[config.mk]
export PLATFORM = sky130hd
export DESIGN_NAME = packet_filter_rule_table_core
export DESIGN_NICKNAME = d
export VERILOG_FILES = /design/src/hdl/pfrt_pkg.sv /design/src/hdl/pfrt_ram.sv /design/src/hdl/pfrt_ctrl.sv /design/src/hdl/pfrt_dp.sv /design/src/hdl/packet_filter_rule_table_core.sv
export VERILOG_INCLUDE_DIRS = /design/src /design/src/hdl
export SDC_FILE = /design/constraint.sdc
export NUM_CORES = 2
export LEC_CHECK = 0
export CELL_PAD_IN_SITES_DETAIL_PLACEMENT = 0
export CELL_PAD_IN_SITES_GLOBAL_PLACEMENT = 1
export CORE_UTILIZATION = 40
export CTS_BUF_LIST = sky130_fd_sc_hd__clkbuf_8
export DETAILED_ROUTE_END_ITERATION = 7
export DONT_BUFFER_PORTS = 1
export PLACE_DENSITY_LB_ADDON = 0.05
export SKIP_LAST_GASP = 1
export SYNTH_ARGS = -nofsm -noshare
export SYNTH_HDL_FRONTEND = slang
export SYNTH_SLANG_ARGS = --single-unit
[constraint.sdc]
create_clock -name clk -period 20.1 [get_ports clk]
set_clock_uncertainty 0.1 [all_clocks]
set_input_delay 5.025 -clock clk [delete_from_list [all_inputs] [get_ports clk]]
set_output_delay 5.025 -clock clk [all_outputs]
set_load 0.02 [all_outputs]
[src/hdl/packet_filter_rule_table_core_assert.svh]
// Assertion macros shared by the rule table modules.
`ifndef PACKET_FILTER_RULE_TABLE_CORE_ASSERT_SVH
`define PACKET_FILTER_RULE_TABLE_CORE_ASSERT_SVH

`ifndef NO_ASSERTIONS

`define PFRT_ASSERT_NOW(lbl, clk, rst_n, ante, cons) \
  lbl: assert property (@(posedge clk) disable iff (!rst_n) (ante) |-> (cons)) \
    else $error("pfrt: same-cycle check failed");

`define PFRT_ASSERT_NEXT(lbl, clk, rst_n, ante, cons) \
  lbl: assert property (@(posedge clk) disable iff (!rst_n) (ante) |=> (cons)) \
    else $error("pfrt: next-cycle check failed");

`else

`define PFRT_ASSERT_NOW(lbl, clk, rst_n, ante, cons)

`define PFRT_ASSERT_NEXT(lbl, clk, rst_n, ante, cons)

`endif

`endif

[src/hdl/pfrt_pkg.sv]
package pfrt_pkg;

  localparam int unsigned PROTO_W      = 8;
  localparam int unsigned ADDR_W       = 32;
  localparam int unsigned ACTION_W     = 2;
  localparam int unsigned INDEX_W      = 5;
  localparam int unsigned RULE_COUNT_W = 5;
  localparam int unsigned TOTAL_W      = 32;

  typedef enum logic [1:0] {
    OP_ADD    = 2'd0,
    OP_REMOVE = 2'd1,
    OP_CHECK  = 2'd2,
    OP_NONE   = 2'd3
  } opcode_t;

  // Highest valid action code: deny is 0, allow is 1.
  localparam logic [ACTION_W-1:0] ACT_MAX = 2'd1;

  typedef struct packed {
    logic [PROTO_W-1:0] proto;
    logic [ADDR_W-1:0]  src;
    logic [ADDR_W-1:0]  src_mask;
    logic [ADDR_W-1:0]  dst;
    logic [ADDR_W-1:0]  dst_mask;
    logic               allow;
  } rule_t;

  typedef struct packed {
    logic load;
    logic add_write;
    logic set_reject;
    logic start_walk;
    logic issue;
    logic move;
    logic rm_commit;
    logic chk_done;
    logic publish;
  } ctrl_cmd_t;

  typedef struct packed {
    opcode_t op;
    logic    add_ok;
    logic    rm_ok;
    logic    more;
    logic    data_valid;
    logic    hit;
    logic    out_free;
  } dp_status_t;

endpackage

[src/hdl/pfrt_ram.sv]
module pfrt_ram #(
  parameter int unsigned WIDTH = 8,
  parameter int unsigned DEPTH = 16,
  parameter int unsigned AW    = (DEPTH > 1) ? $clog2(DEPTH) : 1
) (
  input  logic             clk,
  input  logic             we,
  input  logic [AW-1:0]    waddr,
  input  logic [WIDTH-1:0] wdata,
  input  logic [AW-1:0]    raddr,
  output logic [WIDTH-1:0] rdata
);

  logic [WIDTH-1:0] mem [DEPTH];

  always_ff @(posedge clk) begin
    if (we) begin
      mem[waddr] <= wdata;
    end
    rdata <= mem[raddr];
  end

endmodule

[src/hdl/pfrt_ctrl.sv]
`include "packet_filter_rule_table_core_assert.svh"

module pfrt_ctrl (
  input  logic                clk,
  input  logic                rst_n,
  input  logic                in_tvalid,
  output logic                in_tready,
  input  pfrt_pkg::dp_status_t st_i,
  output pfrt_pkg::ctrl_cmd_t  cmd_o
);
  import pfrt_pkg::*;

  typedef enum logic [2:0] {
    S_IDLE,
    S_DECODE,
    S_WALK_CHK,
    S_WALK_RM,
    S_FINISH
  } state_t;

  state_t state_r, state_nxt;
  logic   in_tready_r, in_tready_nxt;

  always_comb begin
    cmd_o     = '0;
    state_nxt = state_r;
    unique case (state_r)
      S_IDLE: begin
        if (in_tvalid && in_tready_r) begin
          cmd_o.load = 1'b1;
          state_nxt  = S_DECODE;
        end
      end
      S_DECODE: begin
        unique case (st_i.op)
          OP_ADD: begin
            cmd_o.add_write  = st_i.add_ok;
            cmd_o.set_reject = !st_i.add_ok;
            state_nxt        = S_FINISH;
          end
          OP_REMOVE: begin
            if (st_i.rm_ok) begin
              cmd_o.start_walk = 1'b1;
              state_nxt        = S_WALK_RM;
            end else begin
              cmd_o.set_reject = 1'b1;
              state_nxt        = S_FINISH;
            end
          end
          OP_CHECK: begin
            cmd_o.start_walk = 1'b1;
            state_nxt        = S_WALK_CHK;
          end
          default: begin
            state_nxt = S_FINISH;
          end
        endcase
      end
      S_WALK_CHK: begin
        // stop at the first matching rule or when the table is exhausted
        if (st_i.hit || !st_i.more) begin
          cmd_o.chk_done = 1'b1;
          state_nxt      = S_FINISH;
        end else begin
          cmd_o.issue = 1'b1;
        end
      end
      S_WALK_RM: begin
        // shift each later rule down one slot as its read data returns
        cmd_o.move = st_i.data_valid;
        if (st_i.more) begin
          cmd_o.issue = 1'b1;
        end else begin
          cmd_o.rm_commit = 1'b1;
          state_nxt       = S_FINISH;
        end
      end
      S_FINISH: begin
        if (st_i.out_free) begin
          cmd_o.publish = 1'b1;
          state_nxt     = S_IDLE;
        end
      end
      default: begin
        state_nxt = S_IDLE;
      end
    endcase
    in_tready_nxt = (state_nxt == S_IDLE);
  end

  always_ff @(posedge clk) begin
    if (!rst_n) begin
      state_r     <= S_IDLE;
      in_tready_r <= 1'b0;
    end else begin
      state_r     <= state_nxt;
      in_tready_r <= in_tready_nxt;
    end
  end

  assign in_tready = in_tready_r;

  `PFRT_ASSERT_NOW(a_ready_only_idle, clk, rst_n, in_tready_r, state_r == S_IDLE)
  `PFRT_ASSERT_NEXT(a_busy_after_transfer, clk, rst_n, in_tvalid && in_tready_r, !in_tready_r)
  `PFRT_ASSERT_NOW(a_publish_free_slot, clk, rst_n, cmd_o.publish, st_i.out_free)

endmodule

[src/hdl/pfrt_dp.sv]
`include "packet_filter_rule_table_core_assert.svh"

module pfrt_dp #(
  parameter int unsigned MAX_RULES = 16
) (
  input  logic                                   clk,
  input  logic                                   rst_n,
  input  logic                                   cfg_we,
  input  logic [pfrt_pkg::PROTO_W-1:0]           cfg_wdata,
  input  pfrt_pkg::opcode_t                      in_op,
  input  logic [pfrt_pkg::PROTO_W-1:0]           in_proto,
  input  logic [pfrt_pkg::ADDR_W-1:0]            in_src,
  input  logic [pfrt_pkg::ADDR_W-1:0]            in_src_mask,
  input  logic [pfrt_pkg::ADDR_W-1:0]            in_dst,
  input  logic [pfrt_pkg::ADDR_W-1:0]            in_dst_mask,
  input  logic [pfrt_pkg::ACTION_W-1:0]          in_action,
  input  logic [pfrt_pkg::INDEX_W-1:0]           in_index,
  input  pfrt_pkg::ctrl_cmd_t                    cmd_i,
  output pfrt_pkg::dp_status_t                   st_o,
  output logic                                   out_valid,
  input  logic                                   out_ready,
  output logic                                   out_status,
  output logic                                   out_verdict,
  output logic [pfrt_pkg::RULE_COUNT_W-1:0]      out_rule_count,
  output logic [pfrt_pkg::TOTAL_W-1:0]           out_accepted,
  output logic [pfrt_pkg::TOTAL_W-1:0]           out_denied
);
  import pfrt_pkg::*;

  localparam int unsigned AW = (MAX_RULES > 1) ? $clog2(MAX_RULES) : 1;
  localparam int unsigned CW = $clog2(MAX_RULES + 1);
  localparam int unsigned XW = (CW > INDEX_W) ? CW : INDEX_W;

  // item registers
  opcode_t               op_r;
  logic [PROTO_W-1:0]    proto_r;
  logic [ADDR_W-1:0]     src_r, src_mask_r, dst_r, dst_mask_r;
  logic [ACTION_W-1:0]   action_r;
  logic [INDEX_W-1:0]    index_r;

  logic [PROTO_W-1:0]    any_proto_r;
  logic [CW-1:0]         held_r;
  logic [TOTAL_W-1:0]    acc_r, den_r;
  logic [CW-1:0]         rd_idx_r;
  logic                  rd_vld_r;
  logic [AW-1:0]         data_addr_r;
  logic                  reject_r;
  logic                  verdict_r;
  logic                  out_valid_r;

  // result register
  logic                  res_status_r;
  logic                  res_verdict_r;
  logic [RULE_COUNT_W-1:0] res_count_r;
  logic [TOTAL_W-1:0]    res_acc_r, res_den_r;

  logic [$bits(rule_t)-1:0] ram_rdata, ram_wdata;
  logic [AW-1:0]            ram_waddr;
  logic                     ram_we;
  rule_t                    rd_rule, new_rule;
  logic                     match;
  logic                     hit;
  logic                     verdict_now;

  assign new_rule = '{proto: proto_r, src: src_r, src_mask: src_mask_r,
                      dst: dst_r, dst_mask: dst_mask_r, allow: action_r[0]};
  assign rd_rule  = rule_t'(ram_rdata);

  assign match = ((rd_rule.proto == any_proto_r) || (rd_rule.proto == proto_r)) &&
                 (((src_r ^ rd_rule.src) & rd_rule.src_mask) == '0) &&
                 (((dst_r ^ rd_rule.dst) & rd_rule.dst_mask) == '0);
  assign hit         = rd_vld_r && match;
  assign verdict_now = hit && rd_rule.allow;

  assign ram_we    = cmd_i.add_write || cmd_i.move;
  assign ram_waddr = cmd_i.add_write ? held_r[AW-1:0] : (data_addr_r - AW'(1));
  assign ram_wdata = cmd_i.add_write ? new_rule : ram_rdata;

  pfrt_ram #(
    .WIDTH ($bits(rule_t)),
    .DEPTH (MAX_RULES)
  ) u_table (
    .clk   (clk),
    .we    (ram_we),
    .waddr (ram_waddr),
    .wdata (ram_wdata),
    .raddr (rd_idx_r[AW-1:0]),
    .rdata (ram_rdata)
  );

  always_comb begin
    st_o.op         = op_r;
    st_o.add_ok     = (held_r < CW'(MAX_RULES)) && (action_r <= ACT_MAX);
    st_o.rm_ok      = XW'(index_r) < XW'(held_r);
    st_o.more       = rd_idx_r < held_r;
    st_o.data_valid = rd_vld_r;
    st_o.hit        = hit;
    st_o.out_free   = !out_valid_r || out_ready;
  end

  always_ff @(posedge clk) begin
    if (!rst_n) begin
      any_proto_r <= '0;
      held_r      <= '0;
      acc_r       <= '0;
      den_r       <= '0;
      rd_vld_r    <= 1'b0;
      out_valid_r <= 1'b0;
    end else begin
      if (cfg_we) begin
        any_proto_r <= cfg_wdata;
      end
      if (cmd_i.add_write) begin
        held_r <= held_r + CW'(1);
      end else if (cmd_i.rm_commit) begin
        held_r <= held_r - CW'(1);
      end
      if (cmd_i.chk_done) begin
        if (verdict_now) begin
          acc_r <= acc_r + TOTAL_W'(1);
        end else begin
          den_r <= den_r + TOTAL_W'(1);
        end
      end
      rd_vld_r <= cmd_i.issue;
      if (cmd_i.publish) begin
        out_valid_r <= 1'b1;
      end else if (out_ready) begin
        out_valid_r <= 1'b0;
      end
    end
  end

  always_ff @(posedge clk) begin
    if (cmd_i.load) begin
      op_r       <= in_op;
      proto_r    <= in_proto;
      src_r      <= in_src;
      src_mask_r <= in_src_mask;
      dst_r      <= in_dst;
      dst_mask_r <= in_dst_mask;
      action_r   <= in_action;
      index_r    <= in_index;
      reject_r   <= 1'b0;
      verdict_r  <= 1'b0;
    end else begin
      if (cmd_i.set_reject) begin
        reject_r <= 1'b1;
      end
      if (cmd_i.chk_done) begin
        verdict_r <= verdict_now;
      end
    end
    if (cmd_i.start_walk) begin
      // remove starts with the rule after the one dropped
      rd_idx_r <= (op_r == OP_REMOVE) ? (CW'(index_r) + CW'(1)) : '0;
    end else if (cmd_i.issue) begin
      rd_idx_r <= rd_idx_r + CW'(1);
    end
    if (cmd_i.issue) begin
      data_addr_r <= rd_idx_r[AW-1:0];
    end
    if (cmd_i.publish) begin
      res_status_r  <= reject_r;
      res_verdict_r <= verdict_r;
      res_count_r   <= RULE_COUNT_W'(held_r);
      res_acc_r     <= acc_r;
      res_den_r     <= den_r;
    end
  end

  assign out_valid      = out_valid_r;
  assign out_status     = res_status_r;
  assign out_verdict    = res_verdict_r;
  assign out_rule_count = res_count_r;
  assign out_accepted   = res_acc_r;
  assign out_denied     = res_den_r;

  `PFRT_ASSERT_NOW(a_held_bounded, clk, rst_n, 1'b1, held_r <= CW'(MAX_RULES))
  `PFRT_ASSERT_NEXT(a_add_grows, clk, rst_n, cmd_i.add_write, held_r == $past(held_r) + CW'(1))
  `PFRT_ASSERT_NOW(a_read_in_table, clk, rst_n, rd_vld_r, CW'(data_addr_r) < held_r)

endmodule

[src/hdl/packet_filter_rule_table_core.sv]
// Add, rejected item or unused opcode: DECODE, then FINISH, which publishes to out_tvalid.
// Check: DECODE, a walk reading the table RAM port one rule per cycle up to a match, FINISH.
// Remove: DECODE, a walk moving the rules after the removed index one per cycle, FINISH.
// Throughput: one item at a time; in_tready rises at the edge that registers the result,
// delayed while an unaccepted earlier result holds the output register.
// Reset: rule count, both counters and any_protocol_code clear; in_tready low during reset.
module packet_filter_rule_table_core #(
  parameter int unsigned MAX_RULES = 16
) (
  input  logic         clk,
  input  logic         rst_n,
  input  logic         cfg_we,
  input  logic [7:0]   cfg_wdata,     // any_protocol_code
  input  logic         in_tvalid,
  output logic         in_tready,
  // protocol_value[7:0], source_value[39:8], src_mask[71:40],
  // destination_value[103:72], dst_mask[135:104], rule_action[137:136],
  // rule_index[142:138], zero[143]
  input  logic [143:0] in_tdata,
  input  logic [1:0]   in_tuser,      // opcode[1:0]
  output logic         out_tvalid,
  input  logic         out_tready,
  // status[0], verdict[1], rule_count[6:2], accepted_count[38:7],
  // denied_count[70:39], zero[71]
  output logic [71:0]  out_tdata
);
  import pfrt_pkg::*;

  ctrl_cmd_t          cmd;
  dp_status_t         st;
  logic               res_status, res_verdict;
  logic [RULE_COUNT_W-1:0] res_count;
  logic [TOTAL_W-1:0] res_acc, res_den;

  pfrt_ctrl u_ctrl (
    .clk       (clk),
    .rst_n     (rst_n),
    .in_tvalid (in_tvalid),
    .in_tready (in_tready),
    .st_i      (st),
    .cmd_o     (cmd)
  );

  pfrt_dp #(
    .MAX_RULES (MAX_RULES)
  ) u_dp (
    .clk            (clk),
    .rst_n          (rst_n),
    .cfg_we         (cfg_we),
    .cfg_wdata      (cfg_wdata),
    .in_op          (opcode_t'(in_tuser)),
    .in_proto       (in_tdata[7:0]),
    .in_src         (in_tdata[39:8]),
    .in_src_mask    (in_tdata[71:40]),
    .in_dst         (in_tdata[103:72]),
    .in_dst_mask    (in_tdata[135:104]),
    .in_action      (in_tdata[137:136]),
    .in_index       (in_tdata[142:138]),
    .cmd_i          (cmd),
    .st_o           (st),
    .out_valid      (out_tvalid),
    .out_ready      (out_tready),
    .out_status     (res_status),
    .out_verdict    (res_verdict),
    .out_rule_count (res_count),
    .out_accepted   (res_acc),
    .out_denied     (res_den)
  );

  assign out_tdata = {1'b0, res_den, res_acc, res_count, res_verdict, res_status};

endmodule

==> impl_metrics.yaml <==
cells_and_area:
  largest_reg_flops: 2192
  regMostFlops: "u_dp.u_table.mem"
  area_growth_pct: 13.0
  nets: 5090
  layout_commonest_cell: "edfxtp_1"
  fin_util: 0.455
  final_cell_mix: "edfxtp_1, mux4_2, clkbuf_8, nand2_1, dfxtp_1"
  reg_top3: "u_dp.u_table.mem (2192), u_dp.u_table.rdata (137)"
  drive_gt1_frac: 0.260
timing:
  hold_slack_ns: 0.332
  setup_tns_ns: 0
  setup_violations: 0
  rsz0062_at_grt: "false"
  drv_slew: 0
  layout_min_cycle_time_ns: 6.61
  timing.fmax_mhz: 151
  setup_ws_ns: 13.49
  hold_violations: 0
  worstMarginPinSlew_ns: 1.14
  slew_headroom: 0.240
  min_period_over_period: 0.329
clock_network:
  clk_pin_slew_worst_paths_ns: 0.06
  cts_made_buffers: 452
  htreeDepth: 5
  cts_root_buf: "clkbuf_8"
  clk_latency_ns: 1.01
  cts_buffer_depth: 4
  cts_resized: 0
  hold_buffers: 0
  cts_tree: "yes"
  cts.sinks: 2639
  cts_setup_buffers: 0
logic_synthesis:
  synthCells: 4578
  synthesis.nets: 4757
  syn_area_sq_um: 99000
  synth_warnings: 0
  syn_area_per_cell_sq_um: 21.6
  synth_edf_count: 2417
  synthFlopType: "edfxtp_1"
  async_reset_ff_frac: 0
  synth_cell_types: 60
  seq_area_frac_synth: 0.778
  synth-seq-cells: 2639
detailed_routing:
  routed_wl_mm: 265
  ant_nets: 0
  route.vias.total: 46400
  wire_per_inst_um: 31.2
  drtPass1Iterations: 5
  via_per_inst: 5.44
  drt_iter0_drc: 4020
  drc: 0
min_path:
  hold_depth: 0
  min_from: "u_dp.verdict_r"
  hold_end: "u_dp.out_verdict"
  worst_hold_path_type: "reg -> reg"
place:
  place_ws_ns: 12.57
  place_hpwl_mm: 137
  portBuffers: 0
  gp_congestion: 0.713
critical_path:
  worstSetupPathType: "reg -> out"
  r2r_cells: 10
  rrSetupSlack_ns: 14.31
  rr_startpoint: "u_ctrl.state_r[0]"
  r2r_end: "u_dp.u_table.mem[7][0]"
  cp_max_fo: 1
  start_kind: "register"
  crit_arrival_ns: 1.49
  critPathRequiredTime_ns: 14.98
  endpoint_kind: "output port"
floorplan:
  design.core.area_sq_um: 246000
  initial_core_util: 0.403
  die_y_um: 499
  boundaryPins: 233
  dieArea_sq_um: 249000
  row_count: 182
  die_w_um: 499
power_and_ir_drop:
  powerDensity_nw_per_um2: 96.2
  peakVddDrop_uv: 67.3
  leakagePower_uw: 0.0363
grt:
  grtUsageTotal: 0.212
  grt_pass1_vias: 48300
  grt_pass1_wl_mm: 371
  grt_overflow_total: 0
  grt_max_degree: 124
  antenna_found_initial: 26
run_status:
  run_status: "finished, final reports clean"
flow_run:
  maxCapViolCount: 0
## kinds of logic (layout without fill, tap and decap cells)
| group | count (synthesis) | after routing | synth area share |
|---|---|---|---|
| DFF | 2639 | 2639 | 0.778 |
| muxes | 713 | 713 | 0.159 |
| and+or+nand+nor | 697 | 697 | 0.0310 |
| buffers and inverters | 242 | 958 | 0.00930 |
| AOI/OAI and AO/OA | 162 | 162 | 0.0111 |
| xor gates and xnor gates | 104 | 104 | 0.00920 |
| adders and majority gates | 20 | 20 | 0.00260 |
| other | 1 | 5 | 0.0000379 |
## cell type report
class / instances / area, sq um
well taps: 3220 / 4030
fillers: 20900 / 134000
clock buffers: 506 / 6960
diodes: 4 / 10.0
clock inverters: 331 / 1630
repair buffers: 91 / 883
inverters: 30 / 120
flip-flops and latches: 2639 / 77000
multi-input cells: 1697 / 21200
## per-stage QoR
step | instances | instance area (sq um) | total power [uW]
after floorplan | 4578 | 99000 | 6210
after global placement | 7677 | 103000 | 6290
after detailed placement | 7677 | 103000 | 6290
after CTS | 8514 | 112000 | 10900
after global routing | 8517 | 112000 | 11100
final | 8518 | 112000 | 10800
## report_power, final
group | leakage, uW | internal (uW) | switching [uW]
clock network | 0.00509 | 2410 | 2170
logic | 0.00763 | 46.5 | 113
registers | 0.0236 | 5980 | 30.6
total | 0.0363 | 8450 | 2320
## synth_stat cells (all sizes together) (5+ instances only)
| cell | n | area, sq um |
|---|---|---|
| xor2 | 85 | 744 |
| a21oi | 48 | 248 |
| nand4 | 28 | 181 |
| nor4 | 14 | 124 |
| mux2i | 28 | 280 |
| mux4 | 685 | 15400 |
| nor3 | 10 | 50.1 |
| and2 | 9 | 56.3 |
| edfxtp | 2417 | 72600 |
| and3 | 19 | 119 |
| ha | 19 | 238 |
| or4 | 5 | 37.5 |
| nand3 | 31 | 155 |
| buf | 55 | 219 |
| nor2 | 66 | 248 |
| dfxtp | 222 | 4440 |
| clkbuf | 157 | 589 |
| inv | 30 | 113 |
| or3 | 15 | 93.8 |
| a21o | 12 | 90.1 |
| and4 | 6 | 52.6 |
| a22oi | 37 | 278 |
| nand2b | 22 | 138 |
| o21ai | 24 | 124 |
| xnor2 | 19 | 166 |
| nand2 | 462 | 1730 |
| o21a | 5 | 37.5 |
## worst max-delay path by stage
stage / depth (start not counted) / slack [ns] / end / start
after detailed placement: 5 / 12.57 / u_dp.src_r[16] / in_tvalid
after CTS: 0 / 13.36 / out_tdata[65] / u_dp.out_denied[26]
after global placement: 5 / 12.63 / u_dp.src_r[15] / in_tvalid
after floorplan: 4 / 8.04 / u_ctrl.in_tready / in_tvalid
final: 0 / 13.49 / out_tdata[65] / u_dp.out_denied[26]
after global routing: 0 / 13.40 / out_tdata[58] / u_dp.out_denied[19]
## routing by layer
metal,global-route usage,part of all wire,vias to the layer above
li1,-,-,19600
met1,0.294,0.44,25100
met2,0.342,0.48,1238
met3,0.0319,0.044,434
met4,0.0695,0.030,8
met5,0,0.00018,-
Note: power is estimated with default switching activity, not from simulation.
